<file path="src/sv/tldc_pkg.sv">
`timescale 1ns / 1ps
// Shared constants, types and register codes of the two-level cache.
package tldc_pkg;

  localparam int unsigned L1_LINE_COUNT = 256;
  localparam int unsigned L2_LINE_COUNT = 512;
  localparam int unsigned LINE_BYTES    = 64;
  localparam int unsigned MEMORY_BYTES  = 1048576;
  localparam int unsigned WORD_BYTES    = 4;

  localparam int unsigned WORD_W     = 8 * WORD_BYTES;
  localparam int unsigned LINE_W     = 8 * LINE_BYTES;
  localparam int unsigned OFF_W      = $clog2(LINE_BYTES);
  localparam int unsigned ADDR_W     = $clog2(MEMORY_BYTES);
  localparam int unsigned BLK_W      = ADDR_W - OFF_W;
  localparam int unsigned MEM_BLOCKS = MEMORY_BYTES / LINE_BYTES;
  localparam int unsigned WIDX_W     = $clog2(LINE_BYTES / WORD_BYTES);
  localparam int unsigned L1_IDX_W   = $clog2(L1_LINE_COUNT);
  localparam int unsigned L1_TAG_W   = BLK_W - L1_IDX_W;
  localparam int unsigned L2_IDX_W   = $clog2(L2_LINE_COUNT);
  localparam int unsigned L2_TAG_W   = BLK_W - L2_IDX_W;
  localparam int unsigned CLR_W      = (L1_IDX_W > L2_IDX_W) ? L1_IDX_W : L2_IDX_W;
  localparam int unsigned CLR_LINES  = (L1_LINE_COUNT > L2_LINE_COUNT) ?
                                       L1_LINE_COUNT : L2_LINE_COUNT;

  localparam int unsigned TIME_W   = 32;
  localparam int unsigned COST_W   = 16;
  localparam int unsigned CFG_IDX_W = 3;

  localparam int unsigned QDEPTH = 2;
  localparam int unsigned QPTR_W = $clog2(QDEPTH);
  localparam int unsigned QCNT_W = $clog2(QDEPTH + 1);

  typedef enum logic [CFG_IDX_W-1:0] {
    REG_MEM_RD = 3'd0,
    REG_MEM_WR = 3'd1,
    REG_L1_RD  = 3'd2,
    REG_L1_WR  = 3'd3,
    REG_L2_RD  = 3'd4,
    REG_L2_WR  = 3'd5
  } cfg_reg_e;

  // one decoded request word
  typedef struct packed {
    logic              wr;
    logic              range_err;
    logic [BLK_W-1:0]  blk;
    logic [WIDX_W-1:0] widx;
    logic [WORD_W-1:0] wdata;
  } item_t;

  typedef struct packed {
    logic                valid;
    logic                dirty;
    logic [L1_TAG_W-1:0] tag;
  } l1_meta_t;

  typedef struct packed {
    logic                valid;
    logic                dirty;
    logic [L2_TAG_W-1:0] tag;
  } l2_meta_t;

  // queue to back end
  typedef struct packed {
    logic  valid;
    item_t item;
  } q_out_t;

endpackage

</file>
<file path="src/sv/tldc_front.sv">
`timescale 1ns / 1ps
// Front end: takes request words, classifies range, queues them for the engine.
module tldc_front (
  input  logic                      clk_i,
  input  logic                      rst_ni,
  input  logic                      in_valid_i,
  output logic                      in_stall_o,
  input  logic                      action_i,
  input  logic [31:0]               address_i,
  input  logic [31:0]               write_word_i,
  output tldc_pkg::q_out_t          q_o,
  input  logic                      pop_i
);

  tldc_pkg::item_t                     q_mem [tldc_pkg::QDEPTH];
  logic [tldc_pkg::QPTR_W-1:0]         wr_ptr_q, wr_ptr_d, rd_ptr_q, rd_ptr_d;
  logic [tldc_pkg::QCNT_W-1:0]         cnt_q, cnt_d;
  logic                                push, pop;
  tldc_pkg::item_t                     new_item;

  always_comb begin
    new_item.wr        = action_i;
    new_item.range_err = |address_i[31:tldc_pkg::ADDR_W];
    new_item.blk       = address_i[tldc_pkg::ADDR_W-1:tldc_pkg::OFF_W];
    new_item.widx      = address_i[tldc_pkg::OFF_W-1:2];
    new_item.wdata     = write_word_i;
  end

  assign in_stall_o = (cnt_q == tldc_pkg::QCNT_W'(tldc_pkg::QDEPTH));
  assign push       = in_valid_i && !in_stall_o;
  assign pop        = pop_i && (cnt_q != '0);
  assign q_o.valid  = (cnt_q != '0);
  assign q_o.item   = q_mem[rd_ptr_q];

  always_comb begin
    wr_ptr_d = wr_ptr_q;
    rd_ptr_d = rd_ptr_q;
    cnt_d    = cnt_q;
    if (push) begin
      wr_ptr_d = (wr_ptr_q == tldc_pkg::QPTR_W'(tldc_pkg::QDEPTH - 1)) ? '0 : wr_ptr_q + 1'b1;
    end
    if (pop) begin
      rd_ptr_d = (rd_ptr_q == tldc_pkg::QPTR_W'(tldc_pkg::QDEPTH - 1)) ? '0 : rd_ptr_q + 1'b1;
    end
    if (push && !pop) begin
      cnt_d = cnt_q + 1'b1;
    end else if (pop && !push) begin
      cnt_d = cnt_q - 1'b1;
    end
  end

  always_ff @(posedge clk_i or negedge rst_ni) begin
    if (!rst_ni) begin
      wr_ptr_q <= '0;
      rd_ptr_q <= '0;
      cnt_q    <= '0;
    end else begin
      wr_ptr_q <= wr_ptr_d;
      rd_ptr_q <= rd_ptr_d;
      cnt_q    <= cnt_d;
    end
  end

  always_ff @(posedge clk_i) begin
    if (push) begin
      q_mem[wr_ptr_q] <= new_item;
    end
  end

endmodule

</file>
<file path="config.mk">
export PLATFORM = sky130hd
export DESIGN_NAME = tldc_front
export DESIGN_NICKNAME = d
export VERILOG_FILES = /design/src/sv/tldc_pkg.sv /design/src/sv/tldc_front.sv
export SDC_FILE = /design/constraint.sdc
export NUM_CORES = 1
export LEC_CHECK = 0
export BUFFER_PORTS_ARGS = -buffer_cell sky130_fd_sc_hd__clkbuf_2
export CORE_UTILIZATION = 51
export CTS_CLUSTER_DIAMETER = 200
export CTS_CLUSTER_SIZE = 30
export DETAILED_ROUTE_END_ITERATION = 6
export PLACE_DENSITY = 0.9
export SLEW_MARGIN = 0
export SYNTH_ARGS = -nofsm -noshare
export SYNTH_HDL_FRONTEND = slang
export SYNTH_SLANG_ARGS = --single-unit
</file>
<file path="constraint.sdc">
create_clock -name clk_i -period 4.6 [get_ports clk_i]
set_input_delay 0.23 -clock clk_i [delete_from_list [all_inputs] [get_ports clk_i]]
set_output_delay 0.23 -clock clk_i [all_outputs]
set_load 0.05 [all_outputs]
</file>
---- After elaboration in Yosys (flattened, before gate mapping) ----
Memories as Yosys holds them, arrays and structs flattened.
Index checks and enable logic that the tools add are counted.
word-level totals
  register bits ........................... 4
  bits in latches ......................... 0
  bits in writable memories ............... 104
  memory bits (read-only) ................. 0
  output and inout bits ................... 54
  memories kept ........................... 1
memories
  memory  depth  width  rd ports  clocked after Yosys merged registers in  write ports  line              source
  q_mem   2      52     1         0                                        1            tldc_front.sv:15  tldc_pkg::item_t q_mem [tldc_pkg::QDEPTH];
cells by class
  add/subtract/negate cells ............... 4
  multiply operators ...................... 0
  div/mod/pow operators ................... 0
  order comparisons ....................... 0
  eq/ne operators ......................... 1
  shifts and indexed selects .............. 0
  muxes and demuxes ....................... 6
  bitwise logic cells ..................... 0
  reduce and logical (&&, ||, !) cells .... 10
operators by type and width
  operator                                                             number
  12-bit OR reduction                                                  1
  1-bit logical AND                                                    4
  1-bit two-way mux                                                    4
  2-bit two-way mux                                                    2
  2-bit nonzero test                                                   2
  1-bit zero test                                                      3
  1-bit adder (second input constant)                                  2
  2-bit by 1-bit adder with 2-bit output (second input constant)       1
  2-bit == test (second input constant)                                1
  2-bit by 1-bit subtractor with 2-bit output (second input constant)  1

---- Logic depth before layout (Yosys ltp) ----
Gate-level depths: netlist of the first run.
  word-level depth ........................ 7
  mapped depth ............................ 7
  mapped depth without buffers ............ 7

---- Least setup slack after synthesis of the first run ----
No wires, ideal clock.
  kind .................................... register to register
  start point ............................. register cnt_q[0] (netlist bit)
  end point ............................... memory q_mem[0][0] (netlist bit), enable pin
  arrival time ............................ 2.804 ns
  slack ................................... 1.335 ns
  cell stages (with the launch flop) ...... 4
  buffers on the path ..................... 0
  path through ............................ dfrtp_1 -> nand2b_1 -> nand2_1 -> nor2_1
on the way
  longest elaborated chain between the ends .. 5
RTL lines
  element                                  line              source
  start, declared                          tldc_front.sv:17  logic [tldc_pkg::QCNT_W-1:0] cnt_q, cnt_d;
  start signal, assigned                   tldc_front.sv:60  cnt_q <= cnt_d;
  2-bit == test                            tldc_front.sv:29  assign in_stall_o = (cnt_q == tldc_pkg::QCNT_W'(tldc_pkg::QDEPTH));
  1-bit zero test                          tldc_front.sv:30  assign push = in_valid_i && !in_stall_o;
  1-bit logical AND                        tldc_front.sv:30
  1-bit two-way mux                        tldc_front.sv:65  if (push) begin
  1-bit two-way mux (not written as such)  tldc_front.sv:66  q_mem[wr_ptr_q] <= new_item;
  end, declared                            tldc_front.sv:15
Every way passes these cells.

==> impl_results.md, run 1 <==
* Global-route usage over all layers at around 15%
* Power per unit of standard cell area at 715.2 nW/um^2
* Kind of end point of the critical path: primary output
* Clock sink count at between 100 and 150
* Critical Path Source Type: flip-flop
* Worst Path Max Fanout at 53
* Maximum level of the CTS H-tree at 3
* Cell count of the worst hold path at 1
* Worst hold path endpoint: q_mem[1][7]
* CP Cell Sequence: mux2_2, clkbuf_2
* Hold WC Path Type: in2reg
* Critical Path AT at 2.07 ns
* Switching part of the total at a little over two fifths
* Latest clock arrival within the worst-skew pair at between 0.3 and 0.4 ns
* Yosys synthesis warning count at 0
* Synth-to-Final Area Change at 19.41%
* Setup-violating endpoint count in the final report at 0
* Global-route wire length before repair at a little under 10 mm
* Worst setup path startpoint: rd_ptr_q
* DRT iter0 DRCs at between 80 and 90
* Register share of total power at between 40% and 50%
* Delay of the slowest cell on the worst path at 1.06 ns
* Chip width at approximately 93 um
* Max_cap viols at 0
* Wire length reported by the detailed router at 6.382 mm
* Wire per inst at about 15 um
* Cell family with most CP delay: flip-flops
* Worst IR drop on VDD at approximately 0.38 mV
* Number of CTS-inserted buffers at 9
* Final Cycle Share at 49.95%
* Core area at a little under 8000 sq um
* Hold violation count in the final report at 0
* Max Freq at 0.4352 GHz
* Top-level port count at between 100 and 150
* Detailed placement HPWL at between 4 and 5 mm
* TritonCTS clock tree: done
* Average cell area after synthesis at roughly 23 sq um
* Time the final worst path needs with I/O delays and setup at roughly 2.3 ns
* Footprint of the multi-input gates at a little under 900 sq um
* Pins over their slew limit at 0
* Critical path buffer and inverter count at 1
* Cells on worst reg2reg path at 4
* PortBufs at 120
* First-pass iteration count of the detailed router at 4
* Slowest CP cell: sky130_fd_sc_hd__dfrtp_4
* Rel. slew slack at around 36%
* Final-layout worst hold slack at about 0.064 ns
* Via total after detailed routing at slightly above 2,000
* Routed Antenna Nets at 0
* Comb pwr share at about 44%
* Number of antenna violations at the first check in global routing at 0
* Worst clock skew on the final layout at 0.01050 ns
* DR DRC count at 0
* Max Buffers Root-to-Sink at 2
* Fraction of final layout cells sized beyond drive strength 1 at between 60 and 70%
* # diodes at 0
* Tot Pwr at around 0.0036 W
* Distinct cell type count of the synthesized netlist at 18
* Via/cell ratio at roughly 4.9
* Number of filler instances in the final layout at between 500 and 600
* Seq/Total Area, Yosys at between 70% and 80%
* Die ar. at approximately 8700 sq um
* Summed instance area of the synthesized netlist at 4228 sq um
* GP Congestion at just over 0.7
* Net load switching power at approximately 0.0015 W
* Via count of the first global-routing pass at a little over 2,000
* Req. time, crit path at around 4.4 ns
* Start point of the worst min-delay path: write_word_i[7]
* Setup slack of the worst register-to-register path at 2.44 ns
* R2R Path Start: cnt_q[0]
* Starting Density at a little over half
* Cell leakage power at about 2.1 nW
* Area of all sequential standard cells at approximately 3200 sq um
* Unrepaired setup endpoints after global routing: false
* Root Buffer: sky130_fd_sc_hd__clkbuf_8
* Setup TNS at 0 ns
* Sum of overflow across all layers after global routing at 0
* Proportion of power drawn by the clock network at a little over an eighth
* Pin count of the biggest net entering global routing at 54
* Clock edge transition at the registers on the reported setup and hold paths at approximately 0.1 ns
* Die height at slightly above 90 um
* Placement row count at 32
* Post-synthesis instance total at between 150 and 200
* Worst Path Class, Setup: reg2out
* Synthesis-stage register bit count at roughly 110
* Net count, final at between 300 and 400
* Slew at the pin closest to its max-slew limit at about 0.95 ns
* Number of nets in the synthesized netlist at 255
* Run status: completed
* End of the worst register-to-register path: q_mem[0][0]
* Int Power at 0.002078 W
==> state kept, by name (all words and copies together) (netlist names) <==
| name | flops |
|---|---|
| q_mem | 104 |
| cnt_q | 2 |
| rd_ptr_q | 1 |
| wr_ptr_q | 1 |
==> per-stage QoR <==
stage	util [%]	setup WS, ns	area, sq um	cells
after CTS	64.01	2.231	5049	419
after detailed placement	61.77	2.406	4872	403
after floorplan	-	1.335	4228	185
final	64.01	2.302	5049	419
after global placement	61.77	2.433	4872	403
after global routing	64.01	2.163	5049	419
==> layout make-up <==
class	count	area share, %
Multi-Input combinational cell	69	17.72
Timing Repair Buffer	123	12.39
Clock buffer	9	2.454
Inverter	2	0.1487
Tap cell	102	2.528
Clock inverter	6	0.8426
Sequential cell	108	63.92
==> cells in the mapped netlist (all sizes together) <==
cell type / n / area, sq um
edfxtp: 104 / 3123
mux2: 52 / 769.5
buf: 6 / 111.4
dfrtp: 4 / 100.1
nor4: 3 / 18.77
xnor2: 3 / 26.28
inv: 2 / 7.510
nand2: 2 / 10.01
nor2: 2 / 7.510
xor2: 2 / 17.52
and3: 1 / 6.260
ha: 1 / 12.51
nand2b: 1 / 6.260
nand3: 1 / 5.000
or2: 1 / 6.260
==> kinds of logic (layout without fill, tap and decap cells) <==
group,after synthesis,after routing,synth area share (%)
flip-flops,108,108,76.24
multiplexers,52,52,18.20
AND/OR/NAND/NOR,11,11,1.421
buffers and inverters,8,140,2.812
XOR/XNOR,5,5,1.036
adder cells (fa/ha/maj),1,1,0.2959
==> power groups by stage <==
stage               sequential, W  combinational, W  clock, W
floorplan                 0.00142           0.00152         0
global placement          0.00154           0.00159         0
detailed placement        0.00156           0.00161         0
CTS                       0.00154           0.00161  0.000500
global route              0.00156           0.00167  0.000532
finish                    0.00153           0.00160  0.000486
==> routing by layer <==
layer	GRT usage (%)	share of wire (%)	wire length (um)
met5	0	0	0
met1	17.74	41	2609
met3	4.797	5.8	373
met4	3.846	0.89	57
met2	27.08	52	3342
==> worst max-delay path by stage <==
stage | endpoint | slack [ns] | cells past startpoint
final | q_o[35] | 2.30 | 2
after global routing | q_o[35] | 2.16 | 2
after CTS | q_o[35] | 2.23 | 2
after detailed placement | q_mem[0][18] | 2.41 | 4
after global placement | q_mem[0][41] | 2.43 | 4
after floorplan | q_mem[0][0] | 1.33 | 3
==> layout by cell type (no fill, tap or decap) <==
cell type | netlist | layout
sky130_fd_sc_hd__nor2_4 | 0 | 1
sky130_fd_sc_hd__or2_1 | 1 | 1
sky130_fd_sc_hd__nand2b_1 | 1 | 1
sky130_fd_sc_hd__mux2_2 | 3 | 3
sky130_fd_sc_hd__clkinv_1 | 0 | 1
sky130_fd_sc_hd__buf_4 | 0 | 2
sky130_fd_sc_hd__ha_1 | 1 | 1
sky130_fd_sc_hd__mux2_4 | 49 | 49
sky130_fd_sc_hd__nor2_1 | 2 | 1
sky130_fd_sc_hd__dfrtp_4 | 0 | 1
sky130_fd_sc_hd__edfxtp_1 | 104 | 104
sky130_fd_sc_hd__clkbuf_2 | 0 | 120
sky130_fd_sc_hd__dlygate4sd3_1 | 0 | 1
sky130_fd_sc_hd__clkinvlp_4 | 0 | 4
sky130_fd_sc_hd__nor4_1 | 3 | 3
sky130_fd_sc_hd__dfrtp_1 | 4 | 3
sky130_fd_sc_hd__xnor2_1 | 3 | 3
sky130_fd_sc_hd__nand3_1 | 1 | 1
sky130_fd_sc_hd__inv_1 | 2 | 2
sky130_fd_sc_hd__nand2_1 | 1 | 1
sky130_fd_sc_hd__nand2_2 | 1 | 1
sky130_fd_sc_hd__clkinv_4 | 0 | 1
sky130_fd_sc_hd__xor2_1 | 2 | 2
sky130_fd_sc_hd__and3_2 | 0 | 1
sky130_fd_sc_hd__clkbuf_8 | 0 | 9
==> timing repair <==
action / 4_1_cts / 5_1_grt
hold endpoints to repair: 4 / 0
gates resized for setup: 0 / 0
buffers inserted: 0 / 0
endpoints found under the setup margin: 0 / 0
hold buffers: 1 / 0
(Power assumes the default switching activity.)
==> run 2: changes to the inputs <==
ABC_AREA = 1   (was not set)
clock period = 2.3 ns   (was 4.6 ns; I/O delays follow)
==> impl_results.md, run 2 <==
* Run status: completed
* Top Usage Layer GRT: met2
* Hold violation count in the final report at 0 (unchanged)
* Pin count of the biggest net entering global routing at 54 (unchanged)
* Routed Antenna Nets at 0 (unchanged)
* Number of antenna violations at the first check in global routing at 0 (unchanged)
* Worst clock skew on the final layout at 0.01506 ns (+0.004558 ns)
* Max reg flops at 104 (unchanged)
* Setup TNS at 0 ns (unchanged)
* Wire length reported by the detailed router at 8.308 mm (+30%)
* Unrepaired setup endpoints after global routing: false
* Critical Path Source Type: flip-flop
* Number of enable flip-flop cells after synthesis at 104 (unchanged)
* Starting Density at 52.75% (-0.85 points)
* Synthesis-stage register bit count at 108 (unchanged)
* Buffer count from post-CTS setup fixing at 0 (unchanged)
* Most frequent standard cell in the layout excluding fill and tap cells: sky130_fd_sc_hd__nand2_1
* Net count, final at 561 (+46%)
* Placed Area at 4767 sq um (-2.2%)
* Clock sink count at 108 (unchanged)
* Via total after detailed routing at 2,853 (+38%)
* Worst Path Max Fanout at 29 (-45%)
* Die ar. at 8397 sq um (-3.0%)
* Area contributors post-synth: sky130_fd_sc_hd__edfxtp_1, sky130_fd_sc_hd__nand2_1, sky130_fd_sc_hd__dfrtp_1
* Met1 capacity usage during global routing at 20.62% (+2.9 points)
* Most frequent cells in the layout: sky130_fd_sc_hd__nand2_1, sky130_fd_sc_hd__clkbuf_2, sky130_fd_sc_hd__edfxtp_1
* Time the final worst path needs with I/O delays and setup at 2.121 ns
* Setup-violating endpoint count in the final report at 0 (unchanged)
* Pins over their slew limit at 0 (unchanged)
* Yosys synthesis warning count at 0 (unchanged)
* Req. time, crit path at 2.18 ns (-2.19 ns)
* Count of hold buffers inserted by post-cts repair at 53 (+52)
* Chip width at 91.64 um (-1.5%)
* Most instantiated library cell after synthesis: sky130_fd_sc_hd__nand2_1
* Die height at 91.64 um (-1.5%)
* Register share of total power at 38.6% (-3.7 points)
* Global-route usage over all layers at 21.03% (+5.9 points)
* Worst Path Class, Setup: reg2out
* PortBufs at 120 (unchanged)
* Cell leakage power at 2.403 nW (+16%)
* Reg with most FFs: q_mem
* Routing usage on met3 at 3.897% (-0.90 points)
* Switching part of the total at 49.11% (+6.7 points)
* Max Freq at 0.4714 GHz
* Root Buffer: sky130_fd_sc_hd__clkbuf_8
* TritonCTS clock tree: done
* Summed area of non-filler cells in the final layout at 5466 sq um (+8.3%)
* Top cell type's share of synthesized area at 76.21% (+2.3 points)
* Rel. slew slack at 61.54% (+25 points)
* Hold WC Path Type: in2reg
* Int Power at 0.003789 W (+82%)
* Comb pwr share at 48.0% (+3.8 points)
* DR DRC count at 0 (unchanged)
* Final Cycle Share at 92.23%
* Sum of overflow across all layers after global routing at 0 (unchanged)
* Power per unit of standard cell area at 1362 nW/um^2 (+90%)
* Core area at 7767 sq um (-1.5%)
* Max Buffers Root-to-Sink at 2 (unchanged)
* Summed instance area of the synthesized netlist at 4098 sq um (-3.1%)
* Wire per inst at 13.89 um (-8.8%)
* Proportion of power drawn by the clock network at 13.4% (about the same)
* Kind of end point of the critical path: primary output
* Worst IR drop on VDD at 1.018 mV (+170%)
* Synth-to-Final Area Change at 33.40%
* DRT iter0 DRCs at 74 (-15%)
* Library cell occupying the most area in the post-synthesis netlist: sky130_fd_sc_hd__edfxtp_1
* Placement row count at 32 (unchanged)
* First-pass iteration count of the detailed router at 4 (unchanged)
* Share of synthesized registers carrying an async set or reset at 3.704% (unchanged)
* Post-synthesis instance total at 313 (+69%)
* Number of CTS-inserted buffers at 9 (unchanged)
* Top-level port count at 123 (unchanged)
* Slew at the pin closest to its max-slew limit at 0.5770 ns (-0.3766 ns)
* Commonest cells in the netlist: sky130_fd_sc_hd__nand2_1, sky130_fd_sc_hd__edfxtp_1, sky130_fd_sc_hd__nor2_1, sky130_fd_sc_hd__buf_6, sky130_fd_sc_hd__inv_1
* Max_cap viols at 0 (unchanged)
* Via count of the first global-routing pass at 2,948 (+44%)
* Net load switching power at 0.003657 W (+140%)
* Clock edge transition at the registers on the reported setup and hold paths at 0.10 ns (about the same)
* Final-layout worst hold slack at 0.04645 ns (-0.01764 ns)
* Critical Path AT at 2.01 ns (-0.06 ns)
* Met2 layer usage reported by global route at 41.48% (+14 points)
* Maximum level of the CTS H-tree at 3 (unchanged)
* Detailed placement HPWL at 4.931 mm (+12%)
* Number of gates resized after cts at 0 (unchanged)
* Seq/Total Area, Yosys at 78.66% (+2.4 points)
* Latest clock arrival within the worst-skew pair at 0.37 ns (+0.02 ns)
* Biggest registers after layout: q_mem (104), cnt_q (2)
* # diodes at 0 (unchanged)
* Average cell area after synthesis at 13.09 sq um (-43%)
* Most used DFF post-synth: sky130_fd_sc_hd__edfxtp_1
* GP Congestion at 0.7389 (+2.0%)
* Number of nets in the synthesized netlist at 383 (+50%)
* Via/cell ratio at 4.771 (-3.2%)
* Global-route wire length before repair at 13.10 mm (+36%)
* Distinct cell type count of the synthesized netlist at 18 (unchanged)
* Fraction of final layout cells sized beyond drive strength 1 at 29.64% (-31 points)
## run 2: cells by family after synthesis
logic type,after synthesis,share of synthesized area [%]
simple gates,183,17.28
flops,108,78.66
buf+inv,19,3.420
compound gates,1,0.1220
xor+xnor,1,0.2138
fa+ha+maj,1,0.3053
## run 2: power by group through the flow
stage | logic [W] | registers (W) | clock network [W]
finish | 0.00357 | 0.00288 | 0.000997
global route | 0.00381 | 0.00292 | 0.00108
CTS | 0.00356 | 0.00288 | 0.00102
detailed placement | 0.00348 | 0.00292 | 0
global placement | 0.00342 | 0.00289 | 0
floorplan | 0.00287 | 0.00282 | 0
## run 2: area by class of cell
type	instances	area [sq um]
inverter	8	35.03
timing repair buffer	178	1169
clock buffer	10	127.6
multi-input combinational	186	742.0
fill	530	2301
clock inverter	6	41.29
tap	102	127.6
sequential	108	3224
## run 2: worst max-delay path, cell delays in order, from the launching register on
cell	delay, ns
sky130_fd_sc_hd__dfrtp_2	0.75
sky130_fd_sc_hd__buf_4	0.40
sky130_fd_sc_hd__nand2_1	0.11
sky130_fd_sc_hd__nand2_1	0.11
sky130_fd_sc_hd__clkbuf_2	0.28
## run 2: routing by layer
metal  wire length (um)  up-vias
met1               3038     1315
met3                444       20
met4                220        0
met2               4605      119
li1                   -     1399
met5                  0        -
## run 2: final timing paths
path	from	end	slack, ns	cells after the start
worst min-delay path	address_i[30]	q_mem[0][50]	0.05	3
max in group asynchronous	rst_ni	rd_ptr_q	2.08	2
worst min register to register	cnt_q[1]	cnt_q[1]	0.51	2
worst max register to register	cnt_q[1]	q_mem[0][45]	0.48	6
worst max-delay path	rd_ptr_q	q_o[35]	0.18	4
min in group asynchronous	rst_ni	cnt_q[1]	0.07	2
## run 2: per-stage QoR
stage / worst slack [ns] / cells / util (%) / total power [W]
after floorplan: 0.07464 / 313 / - / 0.005692
after global placement: 0.5656 / 529 / 61.37 / 0.006313
after detailed placement: 0.4864 / 529 / 61.37 / 0.006405
after CTS: 0.1361 / 598 / 70.38 / 0.007451
after global routing: 0.06007 / 598 / 70.38 / 0.007810
final: 0.1788 / 598 / 70.38 / 0.007446
